`src/design/row_remap_linear_interp_macros.svh`:
```
// ---------------------------------------------------------------------------
// Assertion macros for the row remap block
// Shared concurrent-check forms, all clocked on the rising edge and
// disabled while reset is asserted.
// ---------------------------------------------------------------------------
`ifndef ROW_REMAP_LINEAR_INTERP_MACROS_SVH
`define ROW_REMAP_LINEAR_INTERP_MACROS_SVH

// Condition holds at every edge outside reset
`define RRI_ASSERT_ALWAYS(lbl, clk, rst, expr, msg) \
  lbl: assert property (@(posedge clk) disable iff (rst) (expr)) else $error(msg);

// Antecedent implies consequent in the same cycle
`define RRI_ASSERT_IMPLY(lbl, clk, rst, ante, cons, msg) \
  lbl: assert property (@(posedge clk) disable iff (rst) (ante) |-> (cons)) else $error(msg);

// Antecedent implies consequent in the following cycle
`define RRI_ASSERT_NEXT(lbl, clk, rst, ante, cons, msg) \
  lbl: assert property (@(posedge clk) disable iff (rst) (ante) |=> (cons)) else $error(msg);

`endif

```
`src/design/rri_pkg.sv`:
```
// ---------------------------------------------------------------------------
// rri_pkg
// Types, field widths, command codes and defaults shared by the row remap
// front end, the item queue and the interpolation back end.
// ---------------------------------------------------------------------------
`timescale 1ns / 1ps

package rri_pkg;

  // Defaults for the top-level parameters
  localparam int ROW_CAPACITY_DEF  = 4096;
  localparam int FRACTION_BITS_DEF = 8;

  // Fixed field widths
  localparam int CMD_W        = 2;
  localparam int MAP_INDEX_W  = 12;
  localparam int POSITION_W   = 20;
  localparam int CHANNEL_W    = 8;
  localparam int PIXEL_W      = 3 * CHANNEL_W;
  localparam int MAP_ENTRY_W  = POSITION_W + 1;
  localparam int OUT_COLUMN_W = 12;
  localparam int CONFIG_W     = 13;
  localparam int S_TDATA_W    = 64;
  localparam int M_TDATA_W    = 40;

  // Column field in queue items, wide enough for the largest row capacity
  localparam int COLUMN_W = 13;

  // Item queue between front and back
  localparam int QUEUE_DEPTH = 4;
  localparam int QUEUE_PTR_W = $clog2(QUEUE_DEPTH);
  localparam int QUEUE_CNT_W = $clog2(QUEUE_DEPTH + 1);

  localparam logic [CONFIG_W-1:0] ACTIVE_WIDTH_RESET = CONFIG_W'(4096);

  // Command codes carried in s_tuser
  localparam logic [CMD_W-1:0] CMD_MAP_LOAD = 2'd0;
  localparam logic [CMD_W-1:0] CMD_PIXEL    = 2'd1;
  localparam logic [CMD_W-1:0] CMD_FLUSH    = 2'd2;

  // One classified item handed from the front to the back
  typedef struct packed {
    logic                   map_wr;     // write map_entry at col
    logic                   emit;       // produce an output pixel for col
    logic                   store;      // write pixel into bank at col
    logic                   bank;       // line store currently being written
    logic                   last;       // last column of the row
    logic [COLUMN_W-1:0]    col;        // column, or map index for a load
    logic [MAP_ENTRY_W-1:0] map_entry;  // {valid, position}
    logic [PIXEL_W-1:0]     pixel;      // {red, green, blue}
  } rri_item_t;

  // Back-pressure status seen by the front end
  typedef struct packed {
    logic clearing;    // map clearing pass in progress
    logic queue_full;  // no room for another item
  } rri_status_t;

endpackage

```
`src/design/rri_front.sv`:
```
// ---------------------------------------------------------------------------
// rri_front
// Accepts input transactions, decodes the command, tracks the column
// counter, write bank and row-buffered flag, and pushes one classified item
// per transaction that has any effect.
// ---------------------------------------------------------------------------
`timescale 1ns / 1ps
`include "row_remap_linear_interp_macros.svh"

module rri_front
  import rri_pkg::*;
#(
  parameter int ROW_CAPACITY = ROW_CAPACITY_DEF,
  parameter int CNT_W        = $clog2(ROW_CAPACITY + 1)
) (
  input  logic                 clk,
  input  logic                 rst,
  input  logic                 s_tvalid,
  output logic                 s_tready,
  // [11:0] map_index, [12] map_valid, [32:13] map_position,
  // [40:33] pixel_blue, [48:41] pixel_green, [56:49] pixel_red, [63:57] zero
  input  logic [S_TDATA_W-1:0] s_tdata,
  // [1:0] cmd
  input  logic [CMD_W-1:0]     s_tuser,
  input  logic [CNT_W-1:0]     eff_width,
  input  rri_status_t          status,
  output logic                 push,
  output rri_item_t            push_item
);

  localparam int COL_W = $clog2(ROW_CAPACITY);
  localparam int IDX_W = COLUMN_W + 1;

  logic [COL_W-1:0]       column_counter;
  logic [COL_W-1:0]       column_counter_next;
  logic                   write_bank;
  logic                   write_bank_next;
  logic                   prev_ready;
  logic                   prev_ready_next;

  logic                   accept;
  logic [MAP_INDEX_W-1:0] map_index;
  logic                   idx_ok;
  logic                   is_row_cmd;
  logic                   last;

  assign s_tready  = !status.clearing && !status.queue_full;
  assign accept    = s_tvalid && s_tready;
  assign map_index = s_tdata[11:0];

  // Classify the transaction
  assign idx_ok     = IDX_W'(map_index) < IDX_W'(ROW_CAPACITY);
  assign is_row_cmd = (s_tuser == CMD_PIXEL) || ((s_tuser == CMD_FLUSH) && prev_ready);
  assign last       = CNT_W'(column_counter) >= (eff_width - CNT_W'(1));

  assign push = accept && (((s_tuser == CMD_MAP_LOAD) && idx_ok) || is_row_cmd);

  // Build the queue item
  always_comb begin
    push_item.map_wr    = (s_tuser == CMD_MAP_LOAD);
    push_item.emit      = is_row_cmd && prev_ready;
    push_item.store     = (s_tuser == CMD_PIXEL);
    push_item.bank      = write_bank;
    push_item.last      = last;
    push_item.col       = (s_tuser == CMD_MAP_LOAD) ? COLUMN_W'(map_index)
                                                    : COLUMN_W'(column_counter);
    push_item.map_entry = {s_tdata[12], s_tdata[32:13]};
    push_item.pixel     = {s_tdata[56:49], s_tdata[48:41], s_tdata[40:33]};
  end

  // Advance the row position on pixels and effective flushes
  always_comb begin
    column_counter_next = column_counter;
    write_bank_next     = write_bank;
    prev_ready_next     = prev_ready;
    if (accept && is_row_cmd) begin
      if (last) begin
        column_counter_next = '0;
        write_bank_next     = !write_bank;
        prev_ready_next     = (s_tuser == CMD_PIXEL);
      end else begin
        column_counter_next = column_counter + COL_W'(1);
      end
    end
  end

  always_ff @(posedge clk) begin
    if (rst) begin
      column_counter <= '0;
      write_bank     <= 1'b0;
      prev_ready     <= 1'b0;
    end else begin
      column_counter <= column_counter_next;
      write_bank     <= write_bank_next;
      prev_ready     <= prev_ready_next;
    end
  end

  // A flush that ends a row leaves no row buffered
  `RRI_ASSERT_NEXT(a_flush_drains_row, clk, rst,
    accept && (s_tuser == CMD_FLUSH) && prev_ready && last, !prev_ready,
    "flush at row end left a row buffered")

endmodule

```
`config.mk`:
```
export PLATFORM = sky130hd
export DESIGN_NAME = rri_front
export DESIGN_NICKNAME = d
export VERILOG_FILES = /design/src/design/rri_pkg.sv /design/src/design/rri_front.sv
export VERILOG_INCLUDE_DIRS = /design/src /design/src/design
export SDC_FILE = /design/constraint.sdc
export NUM_CORES = 1
export LEC_CHECK = 0
export BUFFER_PORTS_ARGS = -buffer_cell sky130_fd_sc_hd__buf_2
export CORE_MARGIN = 8
export CORE_UTILIZATION = 42
export DETAILED_ROUTE_END_ITERATION = 16
export PLACE_DENSITY = 0.87
export SLEW_MARGIN = 10
export SYNTH_ARGS = -nofsm -noshare
export SYNTH_HDL_FRONTEND = slang
export SYNTH_SLANG_ARGS = --single-unit
```
`constraint.sdc`:
```
create_clock -name clk -period 4.18 [get_ports clk]
set_input_delay 0.209 -clock clk [delete_from_list [all_inputs] [get_ports clk]]
set_output_delay 0.209 -clock clk [all_outputs]
set_load 0.02 [all_outputs]
```
==> key figures <==
Outcome
  • Status: finished, final reports clean

Yosys
  • Top-count cell post-synth: buf_4
  • Async set-reset flop share out of synthesis: 0%
  • Synth Warn #: 0
  • Register area share after synthesis: between 15 and 20%
  • Cell taking the most area after synthesis: buf_4
  • Synth area leaders: buf_4, dfxtp_1, ha_1
  • Post-Syn Area: approximately 1700 µm²
  • Synth top cells by count: buf_4, dfxtp_1, ha_1
  • #FFs+latches synth: 14
  • Syn Area/Cell: about 8.6 µm²
  • Post-synth EDFFs: 0
  • Syn_nets: about 300
  • Cell variety after synth: 38
  • Cells after Synth: between 200 and 250
  • Share of the synthesized area in the top cell type: 20.8%
  • Prevailing post-synth register cell: dfxtp_1

Power
  • PwrDens: around 200 nW/µm²
  • Maximum vdd drop: a little over 0.08 mV
  • Leakage: roughly 0.00077 µW
  • Tot Pwr: 346 µW

Critical path
  • Worst R2R Setup Slack: between 2 and 2.5 ns
  • CP Capture Type: output port
  • R2R depth: 7
  • Reg2reg start: column_counter[4]
  • Critical path peak fanout: 4
  • WS Path Type: input port to output port
  • Critical path required time: between 3 and 4 ns
  • Startpoint Class: input port
  • Worst EP arrival: ~2.9 ns
  • RR Endpoint: prev_ready

STA
  • Clk_skew: 0.00276 ns
  • Hold Violations, Final: 0
  • Max-slew violation count: 0
  • Final TNS setup: 0 ns
  • RSZ-0062 raised after global routing: false
  • Worst-Margin Slew: approximately 1.1 ns
  • Final worst path period share: between 70% and 80%
  • Hold WS: around 0.42 ns
  • Number of setup violations in the final report: 0
  • Fmax: between 300 and 400 MHz
  • Final WS setup: 1.11 ns
  • Slew margin rel.: between 20% and 30%
  • Final min period: 3.07 ns

Hold path
  • Hold wc startpoint: s_tdata[16]
  • Hold Crit Class: input port to output port
  • Hold path endpoint: push_item[27]
  • Hold depth: 0

Detailed routing
  • Total number of vias: 1325
  • Vias/cell: roughly 5.2
  • ANT nets after route: 0
  • Pre-antenna DRT Iters: 4
  • DRC viols: 0
  • Drt first-iter violations: 22
  • Final wirelength: 3970 µm
  • Drt wl/cell: 15.6 µm

Clock network
  • H-tree levels: 1
  • # resized after CTS: 0
  • Clock Latency Late Sink: between 0.2 and 0.3 ns
  • Root Buffer: clkbuf_8
  • # Post-CTS Setup Buffers: 0
  • CTS Buf Count: 3
  • Max clock buf depth: 2
  • Clk sink count: 14
  • TritonCTS clock tree: done
  • Hold buffers post-CTS: 0

Die
  • Die Wd: roughly 80 µm
  • FP Rows: 23
  • DIE HEIGHT: between 80 and 90 µm
  • # IOs: 149
  • Die ar.: 6430 µm²
  • Initial core utilization: approximately 44%
  • Core area: between 3000 and 4000 µm²

Final layout
  • Layout cells sized above 1: 40.2%
  • # diodes: 0
  • Layout area overhead: -0.434%
  • Final nets: 303

Global route
  • Vias in the first global route: ~1.3k
  • Initial antenna violation count: 0
  • Gr usage total: roughly an eighth
  • Largest net degree at the start of global routing: 19
  • First-pass GRT wire length: approximately 6400 µm
  • GRT Residual Overflow: 0

Placed design
  • Routability cong.: 0.800
  • Port Buffers: 50
  • Pre-CTS setup slack: 0.952 ns
  • Post-DP HPWL: 3200 µm

Flow run
  • Max_cap viols: 0
[sequential cells by signal, summed over array words and instances (netlist names)]
register	cells
prev_ready	1
write_bank	1
column_counter	12
[how the worst max path moves through the flow]
stage | start | end | slack (ns) | depth (start not counted)
6_report | eff_width[0] | push_item[58] | 1.11 | 12
5_1_grt | eff_width[2] | push_item[58] | 0.89 | 11
4_1_cts | eff_width[0] | push_item[58] | 1.12 | 12
3_5_place_dp | eff_width[0] | prev_ready | 0.95 | 13
3_3_place_gp | eff_width[2] | write_bank | 1.03 | 12
2_1_floorplan | eff_width[1] | prev_ready | 1.43 | 10
[report_power, final]
| group | internal, µW | switching [µW] | leakage, µW |
|---|---|---|---|
| Combinational | 32.5 | 41.3 | 0.000628 |
| Clock | 83.8 | 54.0 | 0.0000288 |
| Sequential | 134 | 0.267 | 0.000113 |
[cell families (layout without fill, tap and decap cells)]
group	count (synthesis)	in the layout	share of synthesized area, %
compound gates	19	19	6.80
flops	14	14	16.2
xor+xnor	21	21	10.6
buf+inv	57	60	23.2
other cells	1	1	0.217
fa+ha+maj	14	14	10.1
mux	13	13	8.47
simple gates	62	62	24.3
[layout make-up]
cell class                      count  area [µm²]
Fill cell                         396        2250
Multi-Input combinational cell    130        1050
Sequential cell                    14         280
Timing Repair Buffer               51         258
Tap cell                           50        62.6
Clock buffer                        4        55.1
Inverter                            5        18.8
[routing by layer]
layer  up-vias  track usage [%]  routed length (µm)
met3        13             4.91                 368
li1        656                -                   -
met5         -                0                   0
met2        46             21.6                2020
met4         0             6.00                  87
met1       610             12.3                1490
[placed cells by master, fill, tap and decap left out, types with 8 or more instances in the layout]
cell | synthesis | routed
mux2_2 | 11 | 11
nor2_1 | 9 | 9
a21oi_1 | 8 | 8
xnor2_1 | 12 | 12
ha_1 | 14 | 14
dfxtp_1 | 14 | 14
nand2_1 | 8 | 8
xor2_1 | 9 | 9
buf_2 | 0 | 50
nor3_2 | 9 | 9
[critical path: stages]
cell and delay (ns):
buf_2 0.11, inv_1 0.08, ha_1 0.20, or4b_4 0.52, nor4_1 0.28, xnor2_1 0.20, ha_1 0.29, a21oi_1 0.15
o22ai_1 0.09, a211oi_1 0.34, a21oi_1 0.19, buf_2 0.20
[per-stage QoR]
stage / utilization, % / cells / area (µm²)
floorplan: - / 201 / 1730
global placement: 42.0 / 250 / 1670
detailed placement: 42.0 / 250 / 1670
CTS: 43.4 / 254 / 1720
global route: 43.4 / 254 / 1720
finish: 43.4 / 254 / 1720
No activity file was read; power rests on OpenSTA's default activity.
