===== src/design/row_remap_linear_interp_macros.svh =====
// ---------------------------------------------------------------------------
// Assertion macros for the row remap block
// Shared concurrent-check forms, all clocked on the rising edge and
// disabled while reset is asserted.
// ---------------------------------------------------------------------------
`ifndef ROW_REMAP_LINEAR_INTERP_MACROS_SVH
`define ROW_REMAP_LINEAR_INTERP_MACROS_SVH

// Condition holds at every edge outside reset
`define RRI_ASSERT_ALWAYS(lbl, clk, rst, expr, msg) \
  lbl: assert property (@(posedge clk) disable iff (rst) (expr)) else $error(msg);

// Antecedent implies consequent in the same cycle
`define RRI_ASSERT_IMPLY(lbl, clk, rst, ante, cons, msg) \
  lbl: assert property (@(posedge clk) disable iff (rst) (ante) |-> (cons)) else $error(msg);

// Antecedent implies consequent in the following cycle
`define RRI_ASSERT_NEXT(lbl, clk, rst, ante, cons, msg) \
  lbl: assert property (@(posedge clk) disable iff (rst) (ante) |=> (cons)) else $error(msg);

`endif


===== src/design/rri_pkg.sv =====
// ---------------------------------------------------------------------------
// rri_pkg
// Types, field widths, command codes and defaults shared by the row remap
// front end, the item queue and the interpolation back end.
// ---------------------------------------------------------------------------
`timescale 1ns / 1ps

package rri_pkg;

  // Defaults for the top-level parameters
  localparam int ROW_CAPACITY_DEF  = 4096;
  localparam int FRACTION_BITS_DEF = 8;

  // Fixed field widths
  localparam int CMD_W        = 2;
  localparam int MAP_INDEX_W  = 12;
  localparam int POSITION_W   = 20;
  localparam int CHANNEL_W    = 8;
  localparam int PIXEL_W      = 3 * CHANNEL_W;
  localparam int MAP_ENTRY_W  = POSITION_W + 1;
  localparam int OUT_COLUMN_W = 12;
  localparam int CONFIG_W     = 13;
  localparam int S_TDATA_W    = 64;
  localparam int M_TDATA_W    = 40;

  // Column field in queue items, wide enough for the largest row capacity
  localparam int COLUMN_W = 13;

  // Item queue between front and back
  localparam int QUEUE_DEPTH = 4;
  localparam int QUEUE_PTR_W = $clog2(QUEUE_DEPTH);
  localparam int QUEUE_CNT_W = $clog2(QUEUE_DEPTH + 1);

  localparam logic [CONFIG_W-1:0] ACTIVE_WIDTH_RESET = CONFIG_W'(4096);

  // Command codes carried in s_tuser
  localparam logic [CMD_W-1:0] CMD_MAP_LOAD = 2'd0;
  localparam logic [CMD_W-1:0] CMD_PIXEL    = 2'd1;
  localparam logic [CMD_W-1:0] CMD_FLUSH    = 2'd2;

  // One classified item handed from the front to the back
  typedef struct packed {
    logic                   map_wr;     // write map_entry at col
    logic                   emit;       // produce an output pixel for col
    logic                   store;      // write pixel into bank at col
    logic                   bank;       // line store currently being written
    logic                   last;       // last column of the row
    logic [COLUMN_W-1:0]    col;        // column, or map index for a load
    logic [MAP_ENTRY_W-1:0] map_entry;  // {valid, position}
    logic [PIXEL_W-1:0]     pixel;      // {red, green, blue}
  } rri_item_t;

  // Back-pressure status seen by the front end
  typedef struct packed {
    logic clearing;    // map clearing pass in progress
    logic queue_full;  // no room for another item
  } rri_status_t;

endpackage


===== src/design/rri_queue.sv =====
// ---------------------------------------------------------------------------
// rri_queue
// Short first-in first-out buffer of classified items between the front
// end and the back end, so that each side can stall on its own.
// ---------------------------------------------------------------------------
`timescale 1ns / 1ps
`include "row_remap_linear_interp_macros.svh"

module rri_queue
  import rri_pkg::*;
(
  input  logic      clk,
  input  logic      rst,
  input  logic      push,
  input  rri_item_t push_item,
  input  logic      pop,
  output logic      head_valid,
  output rri_item_t head_item,
  output logic      full
);

  rri_item_t              entries [QUEUE_DEPTH];
  logic [QUEUE_PTR_W-1:0] wr_ptr;
  logic [QUEUE_PTR_W-1:0] rd_ptr;
  logic [QUEUE_CNT_W-1:0] count;

  assign head_valid = (count != '0);
  assign full       = (count == QUEUE_CNT_W'(QUEUE_DEPTH));
  assign head_item  = entries[rd_ptr];

  // Store pushed items
  always_ff @(posedge clk) begin
    if (push) begin
      entries[wr_ptr] <= push_item;
    end
  end

  // Track pointers and fill level
  always_ff @(posedge clk) begin
    if (rst) begin
      wr_ptr <= '0;
      rd_ptr <= '0;
      count  <= '0;
    end else begin
      if (push) begin
        wr_ptr <= wr_ptr + QUEUE_PTR_W'(1);
      end
      if (pop) begin
        rd_ptr <= rd_ptr + QUEUE_PTR_W'(1);
      end
      case ({push, pop})
        2'b10:   count <= count + QUEUE_CNT_W'(1);
        2'b01:   count <= count - QUEUE_CNT_W'(1);
        default: count <= count;
      endcase
    end
  end

  `RRI_ASSERT_IMPLY(a_no_overflow, clk, rst, push, !full, "push into full queue")
  `RRI_ASSERT_IMPLY(a_no_underflow, clk, rst, pop, head_valid, "pop from empty queue")

endmodule


===== config.mk =====
export PLATFORM = sky130hd
export DESIGN_NAME = rri_queue
export DESIGN_NICKNAME = d
export VERILOG_FILES = /design/src/design/rri_pkg.sv /design/src/design/rri_queue.sv
export VERILOG_INCLUDE_DIRS = /design/src /design/src/design
export SDC_FILE = /design/constraint.sdc
export NUM_CORES = 1
export LEC_CHECK = 0
export BUFFER_PORTS_ARGS = -buffer_cell sky130_fd_sc_hd__buf_2
export CORE_ASPECT_RATIO = 0.5
export CORE_MARGIN = 2
export CORE_UTILIZATION = 35
export CTS_CLUSTER_DIAMETER = 50
export DETAILED_ROUTE_END_ITERATION = 16
export PLACE_DENSITY = 0.64
export SLEW_MARGIN = 20
export SYNTH_ARGS = -nofsm -noshare
export SYNTH_HDL_FRONTEND = slang
export SYNTH_SLANG_ARGS = --single-unit

===== constraint.sdc =====
create_clock -name clk -period 2.8 [get_ports clk]
set_input_delay 0.14 -clock clk [delete_from_list [all_inputs] [get_ports clk]]
set_output_delay 0.14 -clock clk [all_outputs]
set_load 0.05 [all_outputs]

==> results of run 1 <==
[per-stage QoR]
stage                     area (sq um)  std cells
after detailed placement         10700        849
after global routing             12300        964
after floorplan                   9590        372
final                            12300        964
after global placement           10700        849
after CTS                        12300        964
[final cells by class]
| class | instances | area, sq um | area share [%] |
|---|---|---|---|
| clock inverters | 22 | 269 | 2.19 |
| flip-flops and latches | 261 | 7750 | 63.2 |
| repair buffers | 207 | 1480 | 12.1 |
| multi-input cells | 93 | 1670 | 13.6 |
| clock buffers | 26 | 651 | 5.30 |
| inverters | 3 | 11.3 | 0.0917 |
| well taps | 352 | 440 | 3.59 |
[kinds of logic after synthesis]
logic type,synth area share [%]
buffers and inverters,1.88
muxes,15.1
and+or+nand+nor,0.783
xor gates and xnor gates,0.457
adders and majority gates,0.861
DFF,80.8
AOI/OAI and AO/OA,0.104
[layout by cell type (no fill, tap or decap), types with 3 or more instances in the layout]
cell type | netlist | final
edfxtp_1 | 252 | 252
buf_2 | 6 | 131
dlygate4sd3_1 | 0 | 67
mux4_2 | 60 | 60
clkbuf_16 | 0 | 26
nor2_1 | 7 | 7
dfxtp_1 | 9 | 7
buf_12 | 6 | 7
ha_1 | 5 | 5
bufinv_16 | 0 | 5
clkinv_1 | 0 | 5
and2_4 | 0 | 4
clkinvlp_4 | 0 | 4
clkinv_2 | 0 | 4
inv_1 | 3 | 3
mux4_1 | 3 | 3
xnor2_1 | 3 | 3
[power by group through the flow]
stage / Sequential, mW / Clock [mW] / Combinational (mW)
floorplan: 4.61 / 0 / 0.983
global placement: 4.64 / 0 / 1.26
detailed placement: 4.65 / 0 / 1.27
CTS: 4.57 / 3.77 / 1.36
global route: 4.58 / 3.91 / 1.40
finish: 4.56 / 3.68 / 1.33
[cell usage after synthesis (all sizes together)]
master	n	area, sq um
buf	13	161
a21oi	1	5.00
fa	1	20.0
ha	5	62.6
nor3b	1	7.51
xnor2	3	26.3
mux2i	2	20.0
o21ai	1	5.00
nand2	1	3.75
or3	2	12.5
mux4	63	1430
and2	4	25.0
xor2	2	17.5
inv	3	11.3
clkbuf	2	7.51
edfxtp	252	7570
dfxtp	9	180
nor2	7	26.3
[final timing paths]
check / cells after the start / endpoint / slack (ns)
setup / recovery: 3 / head_item[48] / 0.39
hold / removal: 2 / entries[2][46]$_DFFE_PP_ / 0.35
setup reg to reg: 4 / entries[2][10]$_DFFE_PP_ / 1.07
hold reg to reg: 2 / count[2]$_SDFFE_PP0P_ / 0.51
[flip-flops by register name, summed over array words and instances, names as in the netlist, named ones only]
signal,count
rd_ptr,2
entries,252
count,3
wr_ptr,2
[per-layer routing]
layer  vias to the layer above  global-route usage [%]
met5                         -                       0
met4                         0                    3.67
met3                        36                    2.82
met2                        64                    23.2
met1                      2419                    16.3
li1                       2035                       -
==> results by group, run 1 <==
Logic synthesis
  – Syn_nets: 445
  – Synth cell types: 21
  – Sequential-to-total area share from yosys stat: 80.8%
  – Yosys reg bits: 261
  – Cells after Synth: 372
  – Synth warn: 0
  – Synthesized area per cell: 25.8 sq um
  – Synth Cell Area: 9590 sq um

Clock tree
  – CTS tree: done
  – Post-CTS Hold Fix Bufs: 67
  – Worst-path clk slew: 0.07 ns
  – Root buf cell: clkbuf_16
  – Worst skew pair latency: 0.54 ns
  – Max clock buf depth: 3
  – H-tree depth: 1
  – Clock sinks: 261
  – Num CTS Buffers: 26
  – # resized after CTS: 0
  – Setup bufs post-CTS: 0

Setup path
  – Setup crit end kind: output pin
  – CP Max Fanout: 21
  – Cells along the critical path: buf_12, mux4_2, buf_2
  – Worst EP arrival: 2.27 ns
  – Crit-path slowest cell: dfxtp_4
  – Setup CP Type: reg2out
  – Slowest cell delay on critical path: 0.66 ns
  – Startpoint types: flop
  – Crit path required time: 2.66 ns
  – Worst path bufs/invs: 2
  – Critical path's top delay family: flip-flops
  – Worst reg2reg path startpoint: wr_ptr[0]$_SDFFE_PP0P_

Global route
  – All-Layer GR Usage: 13.0%
  – Antenna violations before repair: 0
  – GR Overflow Total: 0
  – First-pass GRT wire length: 28.3 mm
  – Vias in the first global route: 4955
  – Largest net degree at the start of global routing: 43

Run
  – Max-cap violation count: 0

Detailed routing
  – Drt drc: 0
  – Vias per cell: 4.72
  – Number of DRC markers in iteration 0: 240
  – Post-route ant nets: 0
  – First-pass DRT Iterations: 4
  – Drt total wl: 18.6 mm
  – Met3 Wirelength: 599 um
  – Via count: 4554
  – Met1 wire length: 7.74 mm
  – WL per Instance: 19.3 um
  – Met2 routed WL: 9.79 mm
  – Highest signal layer in the routed design: met4

Floorplanning
  – I/O pin count: 132
  – Die area: 28800 sq um
  – Die width: 238 um
  – Core area: 26700 sq um
  – Chip height: 121 um
  – Rows: 42
  – Initial Util: 35.9%

Final layout
  – # nets final: 665
  – Syn-to-layout area delta: 28.1%
  – # fillers: 2225
  – Post-layout util: 46.0%
  – Ant diodes: 0
  – Share of layout cells above drive strength 1: 40.7%

Placement
  – DP Wirelength: 10.9 mm
  – Pre-CTS WS: 0.902 ns
  – Routability congestion estimate: 0.705
  – PortBufs: 131

Pwr
  – Pint: 7.11 mW
  – P per Cell Area: 780 nW/um^2
  – Total chip power: 9.57 mW
  – Leakage power: 4.18 nW
  – Seq pwr share: 47.6%
  – Clock power frac: 38.5%
  – Sw Share: 25.7%
  – Maximum VDD drop: 0.000389 V
  – Switching power: 2.46 mW
  – Combinational share of power: 13.9%

STA
  – Achievable Freq: 415 MHz
  – Final Hold Viols: 0
  – Final Critical Period: 2.41 ns
  – Setup TNS: 0 ns
  – RSZ-0062 raised after global routing: no
  – Setup Skew: 0.0147 ns
  – Worst-margin pin slew: 0.535 ns
  – Tcrit/Tclk final: 86.1%
  – Slew Limit Fails: 0
  – Headroom to the max-slew limit: 64.3%
  – Setup slack after layout: 0.390 ns
  – Worst Hold Margin: 0.348 ns
  – Final setup vio count: 0

Status
  – Status: finished clean

Min path
  – HP Class: in2reg
  – Hold Crit Start: push_item[46]
(Power assumes the default switching activity.)
==> run 2, diff against run 1 <==
clock period = 2.34 ns   (was 2.8 ns; I/O delays follow)
==> run 2 against run 1 <==
Against the previous run: wire length is 3.5% lower; largest cell class unchanged; combinational power is 22% higher; setup slack worse by 0.18 ns; power grew 14%; clock skew down 0.0064 ns; count of clock-buffer cells in the layout grew 10.
==> results by group, run 2 (synthesis results as in run 1) <==
Placement
  – Pre-CTS WS: 0.693 ns (was 0.902 ns)
  – Placed cell areas: 10700 sq um (about the same)
  – DP Wirelength: 11.1 mm (was 10.9 mm)
  – Routability congestion estimate: 0.723 (was 0.705)
  – PortBufs: 131 (unchanged)

Final layout
  – Ant diodes: 0 (unchanged)
  – Biggest regs: entries: 252 flops, count: 3 flops (unchanged)
  – Commonest non-fill, non-tap cell in the layout: edfxtp_1 (unchanged)
  – Sequential cell area: 7750 sq um (unchanged)
  – Most frequent cells in the layout: 252 x edfxtp_1, 131 x buf_2, 66 x dlygate4sd3_1, 60 x mux4_2, 28 x clkbuf_16 (was 252 x edfxtp_1, 131 x buf_2, 67 x dlygate4sd3_1, 60 x mux4_2, 26 x clkbuf_16)
  – # nets final: 666 (was 665)
  – Multi-input combinational cell area: 1670 sq um (unchanged)
  – Share of layout cells above drive strength 1: 40.4% (was 40.7%)
  – # fillers: 2222 (was 2225)
  – Syn-to-layout area delta: 27.0% (was 28.1%)
  – Post-route cell area: 12200 sq um (was 12300 sq um)
  – Max FFs per register: 252 (unchanged)
  – Most flops, register: entries (unchanged)

Pwr
  – Maximum VDD drop: 0.000501 V (was 0.000389 V)
  – Leakage power: 4.15 nW (was 4.18 nW)
  – Total chip power: 10.9 mW (was 9.57 mW)
  – P per Cell Area: 898 nW/um^2 (was 780 nW/um^2)

STA
  – Slew Limit Fails: 0 (unchanged)
  – Worst-margin pin slew: 0.402 ns (was 0.535 ns)
  – Setup Skew: 0.00821 ns (was 0.0147 ns)
  – Final Critical Period: 2.13 ns
  – Tcrit/Tclk final: 90.9%
  – Worst Hold Margin: 0.357 ns (was 0.348 ns)
  – Final Hold Viols: 0 (unchanged)
  – Final setup vio count: 0 (unchanged)
  – Setup TNS: 0 ns (unchanged)
  – Achievable Freq: 470 MHz
  – Headroom to the max-slew limit: 73.2% (was 64.3%)
  – RSZ-0062 raised after global routing: no (unchanged)
  – Setup slack after layout: 0.212 ns (was 0.390 ns)

Setup path
  – Reg2reg path depth: 4 (unchanged)
  – R2R Path End: entries[0][8]$_DFFE_PP_ (was entries[2][10]$_DFFE_PP_)
  – Startpoint types: flop (unchanged)
  – Worst setup endpoint: head_item[47] (was head_item[48])
  – Setup crit end kind: output pin (unchanged)
  – Worst reg2reg path startpoint: wr_ptr[0]$_SDFFE_PP0P_ (unchanged)
  – Worst R2R Setup Slack: 0.73 ns (was 1.07 ns)
  – Crit path required time: 2.22 ns (was 2.66 ns)
  – Worst EP arrival: 2.01 ns (was 2.27 ns)
  – Setup CP Type: reg2out (unchanged)
  – CP Max Fanout: 24 (was 21)

Min path
  – HP Class: in2reg (unchanged)
  – Hold Crit Start: push_item[30] (was push_item[46])

Detailed routing
  – First-pass DRT Iterations: 4 (unchanged)
  – Number of DRC markers in iteration 0: 236 (was 240)
  – Drt total wl: 17.9 mm (was 18.6 mm)
  – Via count: 4480 (was 4554)
  – Post-route ant nets: 0 (unchanged)
  – Vias per cell: 4.66 (was 4.72)
  – WL per Instance: 18.7 um (was 19.3 um)
  – Drt drc: 0 (unchanged)

Floorplanning
  – Rows: 42 (unchanged)
  – I/O pin count: 132 (unchanged)
  – Die width: 238 um (unchanged)
  – Initial Util: 35.9% (unchanged)
  – Core area: 26700 sq um (unchanged)
  – Die area: 28800 sq um (unchanged)
  – Chip height: 121 um (unchanged)

Clock tree
  – CTS tree: done (unchanged)
  – Worst-path clk slew: 0.06 ns (was 0.07 ns)
  – H-tree depth: 1 (unchanged)
  – Worst skew pair latency: 0.51 ns (was 0.54 ns)
  – Num CTS Buffers: 25 (was 26)
  – Clock sinks: 261 (unchanged)
  – Setup bufs post-CTS: 0 (unchanged)
  – Root buf cell: clkbuf_16 (unchanged)
  – Max clock buf depth: 3 (unchanged)

Global route
  – Antenna violations before repair: 0 (unchanged)
  – GR Overflow Total: 0 (unchanged)
  – All-Layer GR Usage: 12.6% (was 13.0%)
  – First-pass GRT wire length: 28.0 mm (was 28.3 mm)
  – Largest net degree at the start of global routing: 35 (was 43)
  – Vias in the first global route: 4964 (was 4955)

Status
  – Status: finished clean (unchanged)

Run
  – Max-cap violation count: 0 (unchanged)
[run 2: through the flow]
step	utilization, %	instances
after floorplan	-	372
after global routing	45.6	961
after CTS	45.6	961
after detailed placement	40.1	852
after global placement	40.1	852
final	45.6	961
[run 2: how the worst min path moves through the flow]
stage / to / slack, ns / cells after the start
floorplan: entries[0][0]$_DFFE_PP_ / 0.22 / 0
global placement: entries[2][51]$_DFFE_PP_ / 0.33 / 1
detailed placement: entries[1][30]$_DFFE_PP_ / 0.34 / 1
CTS: entries[1][30]$_DFFE_PP_ / 0.34 / 2
global route: entries[1][26]$_DFFE_PP_ / 0.35 / 2
finish: entries[1][30]$_DFFE_PP_ / 0.36 / 2
[run 2: power breakdown]
| group | total (mW) | internal (mW) | switching, mW |
|---|---|---|---|
| Sequential | 5.43 | 5.36 | 0.0699 |
| Clock | 3.89 | 2.28 | 1.61 |
| Combinational | 1.62 | 0.543 | 1.08 |
| Total | 10.9 | 8.18 | 2.76 |
[run 2: per-layer routing]
layer	routed length (um)	track usage, %	vias to the layer above
li1	-	-	2029
met1	7570	16.1	2368
met2	9560	22.8	53
met3	427	1.98	30
met4	367	3.16	0
met5	0	0	-
[run 2: final cells by class]
cell class                      count  area share (%)
Tap cell                          352            3.62
Clock inverter                      7           0.298
Sequential cell                   261            63.7
Multi-Input combinational cell     93            13.7
Timing Repair Buffer              209            12.3
Inverter                            3          0.0925
Clock buffer                       36            6.33
[run 2: what timing repair did]
item                      4_1_cts  5_1_grt
hold endpoints to repair      261        0
gates resized for setup         0        0
hold buffers                   66        0
[run 2: critical path, stage by stage (launching register included)]
cell	delay, ns
dfxtp_4	0.59
buf_4	0.31
mux4_2	0.34
buf_2	0.23
